[config.mk]
export PLATFORM = sky130hd
export DESIGN_NAME = byte_ring_fifo_with_block_ops_core
export DESIGN_NICKNAME = d
export VERILOG_FILES = /design/src/hw/rtl/brf_pkg.sv /design/src/hw/rtl/brf_front.sv /design/src/hw/rtl/brf_cmd_q.sv /design/src/hw/rtl/brf_back.sv /design/src/hw/rtl/byte_ring_fifo_with_block_ops_core.sv
export SDC_FILE = /design/constraint.sdc
export NUM_CORES = 2
export LEC_CHECK = 0
export ABC_AREA = 1
export BUFFER_PORTS_ARGS = -buffer_cell sky130_fd_sc_hd__buf_4
export CAP_MARGIN = 30
export CORE_AREA = 4 4 444 446
export DETAILED_ROUTE_END_ITERATION = 6
export DIE_AREA = 0 0 448 450
export PLACE_DENSITY = 0.74
export REMOVE_ABC_BUFFERS = 1
export SYNTH_ARGS = -nofsm -noshare
export SYNTH_HDL_FRONTEND = slang
export SYNTH_SLANG_ARGS = --single-unit
[constraint.sdc]
create_clock -name clk -period 10.75 [get_ports clk]
set_input_delay 2.15 -clock clk [delete_from_list [all_inputs] [get_ports clk]]
set_output_delay 2.15 -clock clk [all_outputs]
set_load 0.005 [all_outputs]
[src/hw/rtl/brf_pkg.sv]
package brf_pkg;

  localparam int DEPTH       = 256;
  localparam int IDX_W       = $clog2(DEPTH);
  localparam int FILL_W      = IDX_W + 1;
  localparam int BLOCK_BYTES = 8;
  localparam int MAX_COUNT   = 64;
  localparam int CNT_W       = 7;

  // Input kind codes.
  localparam logic [2:0] KIND_CLEAR      = 3'd0;
  localparam logic [2:0] KIND_PUSH_BYTE  = 3'd1;
  localparam logic [2:0] KIND_POP_BYTE   = 3'd2;
  localparam logic [2:0] KIND_PUSH_BLOCK = 3'd3;
  localparam logic [2:0] KIND_POP_BLOCK  = 3'd4;
  localparam logic [2:0] KIND_POP_DELIM  = 3'd5;

  // Result status codes.
  localparam logic [1:0] ST_OK       = 2'd0;
  localparam logic [1:0] ST_SHORT    = 2'd1;
  localparam logic [1:0] ST_NOTFOUND = 2'd2;
  localparam logic [1:0] ST_TOOBIG   = 2'd3;

  typedef enum logic [2:0] {
    OP_CLEAR, OP_PUSH_BYTE, OP_POP_BYTE, OP_PUSH_BLOCK, OP_POP_BLOCK, OP_POP_DELIM, OP_BAD
  } op_t;

  typedef enum logic [2:0] {
    S_IDLE, S_PUSH, S_SCAN_RD, S_SCAN_CHK, S_POP_RD, S_POP_EMIT, S_DROP, S_RESULT
  } state_t;

  typedef struct packed {
    op_t              op;
    logic [63:0]      wdata;
    logic [CNT_W-1:0] count;
    logic [7:0]       delim;
    logic             too_big;
  } cmd_t;

  typedef struct packed {
    logic [7:0]        data_byte;
    logic              data_valid;
    logic              last;
    logic [1:0]        status;
    logic [CNT_W-1:0]  before_cnt;
    logic [FILL_W-1:0] fill;
  } res_t;

  // Ring index step: wraps at the capacity in use.
  function automatic logic [IDX_W-1:0] adv(input logic [IDX_W-1:0] idx,
                                          input logic [FILL_W-1:0] cap);
    logic [FILL_W-1:0] nx;
    nx = {1'b0, idx} + FILL_W'(1);
    return (nx >= cap) ? '0 : nx[IDX_W-1:0];
  endfunction

endpackage

[src/hw/rtl/brf_front.sv]
module brf_front import brf_pkg::*; (
  input  logic        clk,
  input  logic        rst,
  input  logic        in_valid,
  output logic        in_ready,
  input  logic [2:0]  in_kind,
  input  logic [63:0] in_wdata,
  input  logic [CNT_W-1:0] in_count,
  input  logic [7:0]  in_delim,
  output logic        cmd_valid,
  input  logic        cmd_ready,
  output cmd_t        cmd
);

  cmd_t dec;
  logic vld;

  always_comb begin
    dec.wdata = in_wdata;
    dec.count = in_count;
    dec.delim = in_delim;
    unique case (in_kind)
      KIND_CLEAR:      dec.op = OP_CLEAR;
      KIND_PUSH_BYTE:  dec.op = OP_PUSH_BYTE;
      KIND_POP_BYTE:   dec.op = OP_POP_BYTE;
      KIND_PUSH_BLOCK: dec.op = OP_PUSH_BLOCK;
      KIND_POP_BLOCK:  dec.op = OP_POP_BLOCK;
      KIND_POP_DELIM:  dec.op = OP_POP_DELIM;
      default:         dec.op = OP_BAD;
    endcase
    dec.too_big = ((dec.op == OP_PUSH_BLOCK) && (in_count > CNT_W'(BLOCK_BYTES))) ||
                  (((dec.op == OP_POP_BLOCK) || (dec.op == OP_POP_DELIM)) &&
                   (in_count > CNT_W'(MAX_COUNT)));
  end

  assign in_ready  = !vld || cmd_ready;
  assign cmd_valid = vld;

  always_ff @(posedge clk) begin
    if (rst) begin
      vld <= 1'b0;
    end else if (in_ready) begin
      vld <= in_valid;
    end
  end

  always_ff @(posedge clk) begin
    if (in_valid && in_ready) begin
      cmd <= dec;
    end
  end

endmodule

[src/hw/rtl/brf_cmd_q.sv]
module brf_cmd_q import brf_pkg::*; (
  input  logic clk,
  input  logic rst,
  input  logic in_valid,
  output logic in_ready,
  input  cmd_t in_cmd,
  output logic out_valid,
  input  logic out_ready,
  output cmd_t out_cmd
);

  cmd_t       slots [2];
  logic       wp;
  logic       rp;
  logic [1:0] cnt;
  logic       push;
  logic       pop;

  assign in_ready  = (cnt != 2'd2);
  assign out_valid = (cnt != 2'd0);
  assign out_cmd   = slots[rp];
  assign push      = in_valid && in_ready;
  assign pop       = out_valid && out_ready;

  always_ff @(posedge clk) begin
    if (rst) begin
      wp  <= 1'b0;
      rp  <= 1'b0;
      cnt <= 2'd0;
    end else begin
      if (push) wp <= !wp;
      if (pop) rp <= !rp;
      cnt <= cnt + {1'b0, push} - {1'b0, pop};
    end
  end

  always_ff @(posedge clk) begin
    if (push) slots[wp] <= in_cmd;
  end

endmodule

[src/hw/rtl/brf_back.sv]
module brf_back import brf_pkg::*; (
  input  logic              clk,
  input  logic              rst,
  input  logic              cfg_clear,
  input  logic [FILL_W-1:0] cap,
  input  logic              cmd_valid,
  output logic              cmd_ready,
  input  cmd_t              cmd,
  output logic              res_valid,
  input  logic              res_ready,
  output res_t              res
);

  logic [7:0] mem [DEPTH];
  logic [7:0] rdata;

  state_t state, state_next;
  cmd_t   cur, cur_next;
  logic [IDX_W-1:0]  rd_idx, rd_idx_next, wr_idx, wr_idx_next, ptr, ptr_next;
  logic [FILL_W-1:0] held, held_next, fin, fin_next;
  logic [CNT_W-1:0]  i, i_next, n, n_next, bef, bef_next, lim, lim_next;
  logic [1:0]        st, st_next;
  logic              drop, drop_next;
  logic              o_valid, o_valid_next;
  res_t              o_res, o_res_next;

  logic              we, re;
  logic [IDX_W-1:0]  waddr, raddr;
  logic [7:0]        wbyte;
  logic              out_free;
  logic [FILL_W-1:0] cnt9, space;

  assign res_valid = o_valid;
  assign res       = o_res;
  assign out_free  = !o_valid || res_ready;
  assign cnt9      = {{(FILL_W-CNT_W){1'b0}}, cmd.count};
  assign space     = cap - held;

  always_comb begin
    state_next  = state;
    cur_next    = cur;
    rd_idx_next = rd_idx;
    wr_idx_next = wr_idx;
    ptr_next    = ptr;
    held_next   = held;
    fin_next    = fin;
    i_next      = i;
    n_next      = n;
    bef_next    = bef;
    lim_next    = lim;
    st_next     = st;
    drop_next   = drop;
    o_valid_next = o_valid && !res_ready;
    o_res_next  = o_res;
    cmd_ready   = 1'b0;
    we          = 1'b0;
    re          = 1'b0;
    waddr       = wr_idx;
    raddr       = rd_idx;
    wbyte       = cmd.wdata[7:0];

    unique case (state)
      S_IDLE: begin
        cmd_ready = !cfg_clear;
        if (cmd_valid && !cfg_clear) begin
          cur_next  = cmd;
          st_next   = ST_OK;
          fin_next  = held;
          i_next    = '0;
          bef_next  = '0;
          drop_next = 1'b0;
          state_next = S_RESULT;
          if (cmd.too_big) begin
            st_next = ST_TOOBIG;
          end else begin
            unique case (cmd.op)
              OP_CLEAR: begin
                rd_idx_next = '0;
                wr_idx_next = '0;
                held_next   = '0;
                fin_next    = '0;
              end
              OP_PUSH_BYTE: begin
                if (held >= cap) begin
                  st_next = ST_SHORT;
                end else begin
                  we          = 1'b1;
                  wr_idx_next = adv(wr_idx, cap);
                  held_next   = held + FILL_W'(1);
                  fin_next    = held + FILL_W'(1);
                end
              end
              OP_POP_BYTE, OP_POP_BLOCK: begin
                if (cmd.op == OP_POP_BYTE && held == '0) begin
                  st_next = ST_SHORT;
                end else if (cmd.op == OP_POP_BLOCK && held < cnt9) begin
                  st_next = ST_SHORT;
                end else if (cmd.op == OP_POP_BLOCK && cmd.count == '0) begin
                  st_next = ST_OK;
                end else begin
                  n_next     = (cmd.op == OP_POP_BYTE) ? CNT_W'(1) : cmd.count;
                  held_next  = held - ((cmd.op == OP_POP_BYTE) ? FILL_W'(1) : cnt9);
                  fin_next   = held - ((cmd.op == OP_POP_BYTE) ? FILL_W'(1) : cnt9);
                  state_next = S_POP_RD;
                end
              end
              OP_PUSH_BLOCK: begin
                if (space < cnt9) begin
                  st_next = ST_SHORT;
                end else begin
                  held_next  = held + cnt9;
                  fin_next   = held + cnt9;
                  state_next = S_PUSH;
                end
              end
              OP_POP_DELIM: begin
                lim_next = (cnt9 > held) ? held[CNT_W-1:0] : cmd.count;
                ptr_next = rd_idx;
                if (cmd.count == '0 || held == '0) begin
                  st_next = ST_NOTFOUND;
                end else begin
                  state_next = S_SCAN_RD;
                end
              end
              default: st_next = ST_SHORT;
            endcase
          end
        end
      end
      S_PUSH: begin
        if (i == cur.count) begin
          state_next = S_RESULT;
        end else begin
          we          = 1'b1;
          wbyte       = cur.wdata[{i[2:0], 3'b000} +: 8];
          wr_idx_next = adv(wr_idx, cap);
          i_next      = i + CNT_W'(1);
        end
      end
      S_SCAN_RD: begin
        re         = 1'b1;
        raddr      = ptr;
        state_next = S_SCAN_CHK;
      end
      S_SCAN_CHK: begin
        if (rdata == cur.delim) begin
          if (i == '0) begin
            rd_idx_next = adv(rd_idx, cap);
            held_next   = held - FILL_W'(1);
            fin_next    = held - FILL_W'(1);
            state_next  = S_RESULT;
          end else begin
            n_next     = i;
            bef_next   = i;
            drop_next  = 1'b1;
            held_next  = held - {{(FILL_W-CNT_W){1'b0}}, i} - FILL_W'(1);
            fin_next   = held - {{(FILL_W-CNT_W){1'b0}}, i} - FILL_W'(1);
            i_next     = '0;
            state_next = S_POP_RD;
          end
        end else if (i + CNT_W'(1) == lim) begin
          st_next    = ST_NOTFOUND;
          state_next = S_RESULT;
        end else begin
          i_next     = i + CNT_W'(1);
          ptr_next   = adv(ptr, cap);
          state_next = S_SCAN_RD;
        end
      end
      S_POP_RD: begin
        re         = 1'b1;
        raddr      = rd_idx;
        state_next = S_POP_EMIT;
      end
      S_POP_EMIT: begin
        if (out_free) begin
          o_valid_next          = 1'b1;
          o_res_next.data_byte  = rdata;
          o_res_next.data_valid = 1'b1;
          o_res_next.last       = (i + CNT_W'(1) == n);
          o_res_next.status     = ST_OK;
          o_res_next.before_cnt = bef;
          o_res_next.fill       = fin;
          rd_idx_next           = adv(rd_idx, cap);
          i_next                = i + CNT_W'(1);
          if (i + CNT_W'(1) == n) begin
            state_next = drop ? S_DROP : S_IDLE;
          end else begin
            state_next = S_POP_RD;
          end
        end
      end
      S_DROP: begin
        rd_idx_next = adv(rd_idx, cap);
        state_next  = S_IDLE;
      end
      S_RESULT: begin
        if (out_free) begin
          o_valid_next          = 1'b1;
          o_res_next.data_byte  = '0;
          o_res_next.data_valid = 1'b0;
          o_res_next.last       = 1'b1;
          o_res_next.status     = st;
          o_res_next.before_cnt = '0;
          o_res_next.fill       = fin;
          state_next            = S_IDLE;
        end
      end
      default: state_next = S_IDLE;
    endcase

    if (cfg_clear) begin
      rd_idx_next = '0;
      wr_idx_next = '0;
      held_next   = '0;
    end
  end

  always_ff @(posedge clk) begin
    if (rst) begin
      state   <= S_IDLE;
      rd_idx  <= '0;
      wr_idx  <= '0;
      held    <= '0;
      o_valid <= 1'b0;
    end else begin
      state   <= state_next;
      rd_idx  <= rd_idx_next;
      wr_idx  <= wr_idx_next;
      held    <= held_next;
      o_valid <= o_valid_next;
    end
  end

  always_ff @(posedge clk) begin
    cur   <= cur_next;
    ptr   <= ptr_next;
    fin   <= fin_next;
    i     <= i_next;
    n     <= n_next;
    bef   <= bef_next;
    lim   <= lim_next;
    st    <= st_next;
    drop  <= drop_next;
    o_res <= o_res_next;
  end

  always_ff @(posedge clk) begin
    if (we) mem[waddr] <= wbyte;
    if (re) rdata <= mem[raddr];
  end

endmodule

[src/hw/rtl/byte_ring_fifo_with_block_ops_core.sv]
// Channel  | Direction | Handshake                 | Contents
// s_*      | in        | s_tvalid / s_tready       | tuser: kind; tdata: write_data, count,
//          |           |                           |   delimiter
// m_*      | out       | m_tvalid / m_tready       | tuser: data_valid; tlast: last; tdata:
//          |           |                           |   data_byte, status, before, fill_level
// APB      | in        | psel, penable, pwrite     | register 0 at address 0: capacity
//
// An item that gives one result without touching the store goes from the idle state through the
// result state to the output register; push block writes its bytes one after another in the
// push state. Each byte that is popped is first read from the byte store and then loaded into
// the output register, and each byte scanned for a delimiter is likewise read and then compared.
// Reset clears the indices and the fill count at once; the store itself needs no clearing.
// A stalled output only holds the back end; the front register and a two-deep command queue
// keep taking items until they fill.
module byte_ring_fifo_with_block_ops_core import brf_pkg::*; (
  input  logic        clk,
  input  logic        rst,
  input  logic        s_tvalid,
  output logic        s_tready,
  input  logic [79:0] s_tdata,   // write_data[63:0], count[70:64], delimiter[78:71], zero
  input  logic [2:0]  s_tuser,   // kind
  output logic        m_tvalid,
  input  logic        m_tready,
  output logic [31:0] m_tdata,   // data_byte[7:0], status[9:8], before[16:10], fill[25:17]
  output logic        m_tuser,   // data_valid
  output logic        m_tlast,
  input  logic        psel,
  input  logic        penable,
  input  logic        pwrite,
  input  logic [2:0]  paddr,
  input  logic [31:0] pwdata,
  output logic [31:0] prdata,
  output logic        pready
);

  logic [FILL_W-1:0] capacity;
  logic [FILL_W-1:0] cap_eff;
  logic              cfg_clear;
  logic              f_valid, f_ready, q_valid, q_ready;
  cmd_t              f_cmd, q_cmd;
  res_t              res;

  // Capacity register: a write also empties the queue.
  assign pready    = 1'b1;
  assign cfg_clear = psel && penable && pwrite && pready && (paddr == 3'd0);
  assign prdata    = (paddr == 3'd0) ? {{(32-FILL_W){1'b0}}, capacity} : '0;

  always_ff @(posedge clk) begin
    if (rst) begin
      capacity <= FILL_W'(DEPTH);
    end else if (cfg_clear) begin
      capacity <= pwdata[FILL_W-1:0];
    end
  end

  // Zero counts as one cell and anything above the store size as the whole store.
  assign cap_eff = (capacity == '0) ? FILL_W'(1) :
                   (capacity > FILL_W'(DEPTH)) ? FILL_W'(DEPTH) : capacity;

  brf_front u_front (
    .clk       (clk),
    .rst       (rst),
    .in_valid  (s_tvalid),
    .in_ready  (s_tready),
    .in_kind   (s_tuser),
    .in_wdata  (s_tdata[63:0]),
    .in_count  (s_tdata[70:64]),
    .in_delim  (s_tdata[78:71]),
    .cmd_valid (f_valid),
    .cmd_ready (f_ready),
    .cmd       (f_cmd)
  );

  brf_cmd_q u_q (
    .clk       (clk),
    .rst       (rst),
    .in_valid  (f_valid),
    .in_ready  (f_ready),
    .in_cmd    (f_cmd),
    .out_valid (q_valid),
    .out_ready (q_ready),
    .out_cmd   (q_cmd)
  );

  brf_back u_back (
    .clk       (clk),
    .rst       (rst),
    .cfg_clear (cfg_clear),
    .cap       (cap_eff),
    .cmd_valid (q_valid),
    .cmd_ready (q_ready),
    .cmd       (q_cmd),
    .res_valid (m_tvalid),
    .res_ready (m_tready),
    .res       (res)
  );

  assign m_tdata = {6'b0, res.fill, res.before_cnt, res.status, res.data_byte};
  assign m_tuser = res.data_valid;
  assign m_tlast = res.last;

endmodule

==> flow_results.org <==
** Status
- Outcome :: finished, final reports clean

** Detailed routing
- The routed layout has 70947 vias.
- After detailed routing, the average wire length per cell comes to 22.09 um.
- Residual antenna-violating net count after detailed routing :: 0
- Vias per inst :: 5.864
- DRT Pass-1 Iters :: 6
- # DRC :: 0
- Drt initial violations :: 8626
- Routed Wire Length :: 267200 um

** Yosys
- In the synthesized netlist, the cells that appear most often are nand2_1 (3208), edfxtp_1 (2460), nand3_1 (1072).
- Number of different library cells in the post-synthesis netlist :: 55
- The synthesized design contains 2460 enable-type register cells.
- Dividing the synthesized area by the synthesized cell count gives 11.26 sq um.
- In the synthesized netlist the dominant register cell turns out to be edfxtp_1.
- In the synthesized netlist, the number of instances is 9396.
- Most area-consuming cells after synthesis :: edfxtp_1 (70%), nand2_1 (11%), nand3_1 (5.1%), nor2_1 (2.2%), o211ai_1 (2.0%)
- Register area share after synthesis :: 70.63%
- Synthesis inferred 2504 register bits.
- The Yosys step of the flow raised 0 warnings.
- FFs w/ async S/R, synth :: 0%
- Summed over all instances, the cell type with the most area after synthesis is edfxtp_1.
- After synthesis, the largest area contributor takes up 69.79% of total cell area.
- The mapped netlist covers 105800 sq um.
- In the post-synthesis netlist, the cell with the most instances is nand2_1.

** Timing
- After layout, the worst path uses 49.00% of the clock period.
- Setup slack closes at 5.483 ns.
- The final hold violation count came to 0.
- For the pin with the worst max-slew slack, the measured transition is 1.421 ns.
- Final Hold Slack :: 0.4148 ns
- Final Setup Violations :: 0
- The count of final max-slew check failures was 0.
- Summed over all failing endpoints, the final setup total negative slack is 0 ns.
- Between clock sinks in the finished design, the worst skew comes to 0.05804 ns.
- RSZ-0062 raised after global routing :: false
- Measured against its own limit, the worst slew margin works out to 5.243%.
- Derived from the worst setup path, the maximum achievable clock frequency is 189.8 MHz.
- Post-layout minimum cycle time :: 5.267 ns

** Hold path
- Worst Min Path Start :: u_back.fin[8]
- Min-Delay Path Class :: reg2reg

** Layout
- Sequential standard cell area :: 74750 sq um
- Filler cell count in the final layout :: 14613
- Fraction of layout instances using a drive strength above 1 :: 6.960%
- From synthesis to final layout, the design area changed by 10.01%.
- The finished layout holds 12098 standard cells, fillers aside.
- Multi-input gate area in the final layout :: 27220 sq um
- Layout Utilization :: 60.46%
- The finished cells cover 116400 sq um.
- In the final design database the tool counted 9559 nets.

** Place
- Routability-driven placement finished with a final weighted congestion of 0.9254.
- Cell area reported after detailed placement :: 108700 sq um
- In this run the tool buffered the top-level ports with 139 buffer cells.
- At the placement stage, the worst setup path has a slack of 5.068 ns.
- In this run, placement finished with an instance count of 11628.
- Detailed placement ended at an HPWL of 150500 um.

** Clock tree
- Post-CTS Resized :: 0
- TritonCTS built the clock tree.
- The clock net in this run drives a total of 2504 sinks.
- Post-CTS timing repair inserted 0 buffers for setup.
- Clock root buffer :: clkbuf_16
- Skew-Pair Late Insertion Delay :: 0.88 ns
- The number of hold buffers added after CTS was 0.
- Buffers inserted during clock tree synthesis total 237.
- Clk slew on worst S/H paths :: 0.06 ns
- The longest clock path from root to sink contains 3 buffers.
- CTS built an H-tree with a depth of 4.

** Die
- From left edge to right edge, the die measures 448 um.
- In this run the core area contains 161 standard-cell rows.
- During I/O placement, the number of pins put on the boundary was 194.
- Die Span Y :: 450 um
- Starting Density :: 54.96%
- Total core area :: 192600 sq um
- Die footprint :: 201600 sq um

** Global route
- The initial antenna violation count was 5.
- Entering global routing, the biggest net connects 206 pins.
- Wire length of the first global-routing pass :: 402800 um
- Via count of the first global-routing pass :: 67753
- Summed over all layers, the global routing overflow is 0.
- Tot GR Track Use :: 26.01%

** Power and ir drop
- The analysis attributes to cell leakage a power of 42.84 nW.
- Power density normalized to cell area :: 251.0 nW/um^2
- The design draws 29.22 mW.
- Worst IR Drop VDD :: 0.0002673 V

** Worst setup path
- Critical path data arrival time :: 5.73 ns
- Critical path type :: reg2reg
- Worst setup path start :: capacity[8]
- CP Capture Type :: register
- Startpoint class of the critical path :: register
- Required time of the critical path :: 11.22 ns
- Of all nets on the critical path, the largest fanout is 18.
- Crit Reg-Reg Startpoint :: capacity[8]

** Run
- The tool flagged a number of max-cap violations equal to 0.
layer usage:
metal / GRT usage [%] / share of wire, %
met5: 0 / 0
met3: 5.240 / 9.8
met2: 40.78 / 47
met4: 10.92 / 4.1
met1: 35.75 / 39
kinds of logic (layout without fill, tap and decap cells):
logic type | after synthesis | after routing | share of synthesized area [%]
buffers and inverters | 942 | 1072 | 3.971
DFF | 2504 | 2504 | 70.63
other | 2 | 48 | 0.007096
xor gates and xnor gates | 51 | 51 | 0.4220
and+or+nand+nor | 5015 | 5015 | 19.36
AOI/OAI and AO/OA | 795 | 795 | 4.564
adders and majority gates | 87 | 87 | 1.050
worst max-delay path: stages (launching register included):
cell,delay (ns)
dfxtp_1,0.42
inv_2,0.17
nor2_1,0.34
nor2_1,0.20
ha_1,0.40
inv_1,0.10
nor3_1,0.27
nand3_1,0.13
nand3_2,0.16
nand2_2,0.18
nor2_4,0.21
nand3_1,0.11
nand2_2,0.45
nand2_2,0.77
nor2_1,0.93
layout make-up:
type	instances	area share, %
tap	2526	2.714
multi-input combinational	5978	23.37
sequential	2504	64.20
clock inverter	159	1.191
inverter	387	1.264
antenna	18	0.03869
timing repair buffer	239	1.887
clock buffer	287	5.328
registers in the layout, summed over array words and instances (netlist names), 7 cells and up, named ones only:
| name | count |
|---|---|
| u_back.res | 28 |
| u_back.n | 7 |
| u_q.slots | 166 |
| u_back.bef | 7 |
| u_back.i | 7 |
| capacity | 9 |
| u_back.mem | 2048 |
| u_back.ptr | 8 |
| u_front.cmd | 83 |
| u_back.cur | 79 |
| u_back.lim | 7 |
| u_back.fin | 9 |
| u_back.held | 9 |
| u_back.rdata | 8 |
| u_back.rd_idx | 8 |
| u_back.waddr | 8 |
power breakdown:
part | internal [mW] | leakage (nW) | switching (mW)
Sequential | 12.7 | 22.6 | 0.178
Clock | 4.60 | 3.73 | 3.55
Combinational | 1.94 | 16.5 | 6.29
Total | 19.2 | 42.8 | 10.0
placed cells by master, fill, tap and decap left out, drive strengths merged, types with 7 or more instances in the layout:
master    count
nor4          7
a31oi        10
o22ai        20
clkbuf      288
inv         385
xnor2        13
nor2        637
nand3      1076
nor3         25
xor2         38
conb         30
dfxtp        44
edfxtp     2460
diode        18
o211ai      289
o21ai       354
o21bai       10
a21oi        94
buf         238
bufinv       21
ha           84
clkinv      133
clkinvlp      7
or2          13
nand4        21
nand2      3225
path summary, 6_finish.rpt:
| check | endpoint | slack, ns | depth (start not counted) |
|---|---|---|---|
| max reg2reg | u_back.mem[246][2] | 5.48 | 14 |
| max | u_back.mem[246][2] | 5.48 | 14 |
| min | u_back.res[8] | 0.41 | 0 |
| min reg2reg | u_back.res[8] | 0.41 | 0 |
Note: power is estimated with default switching activity, not from simulation.
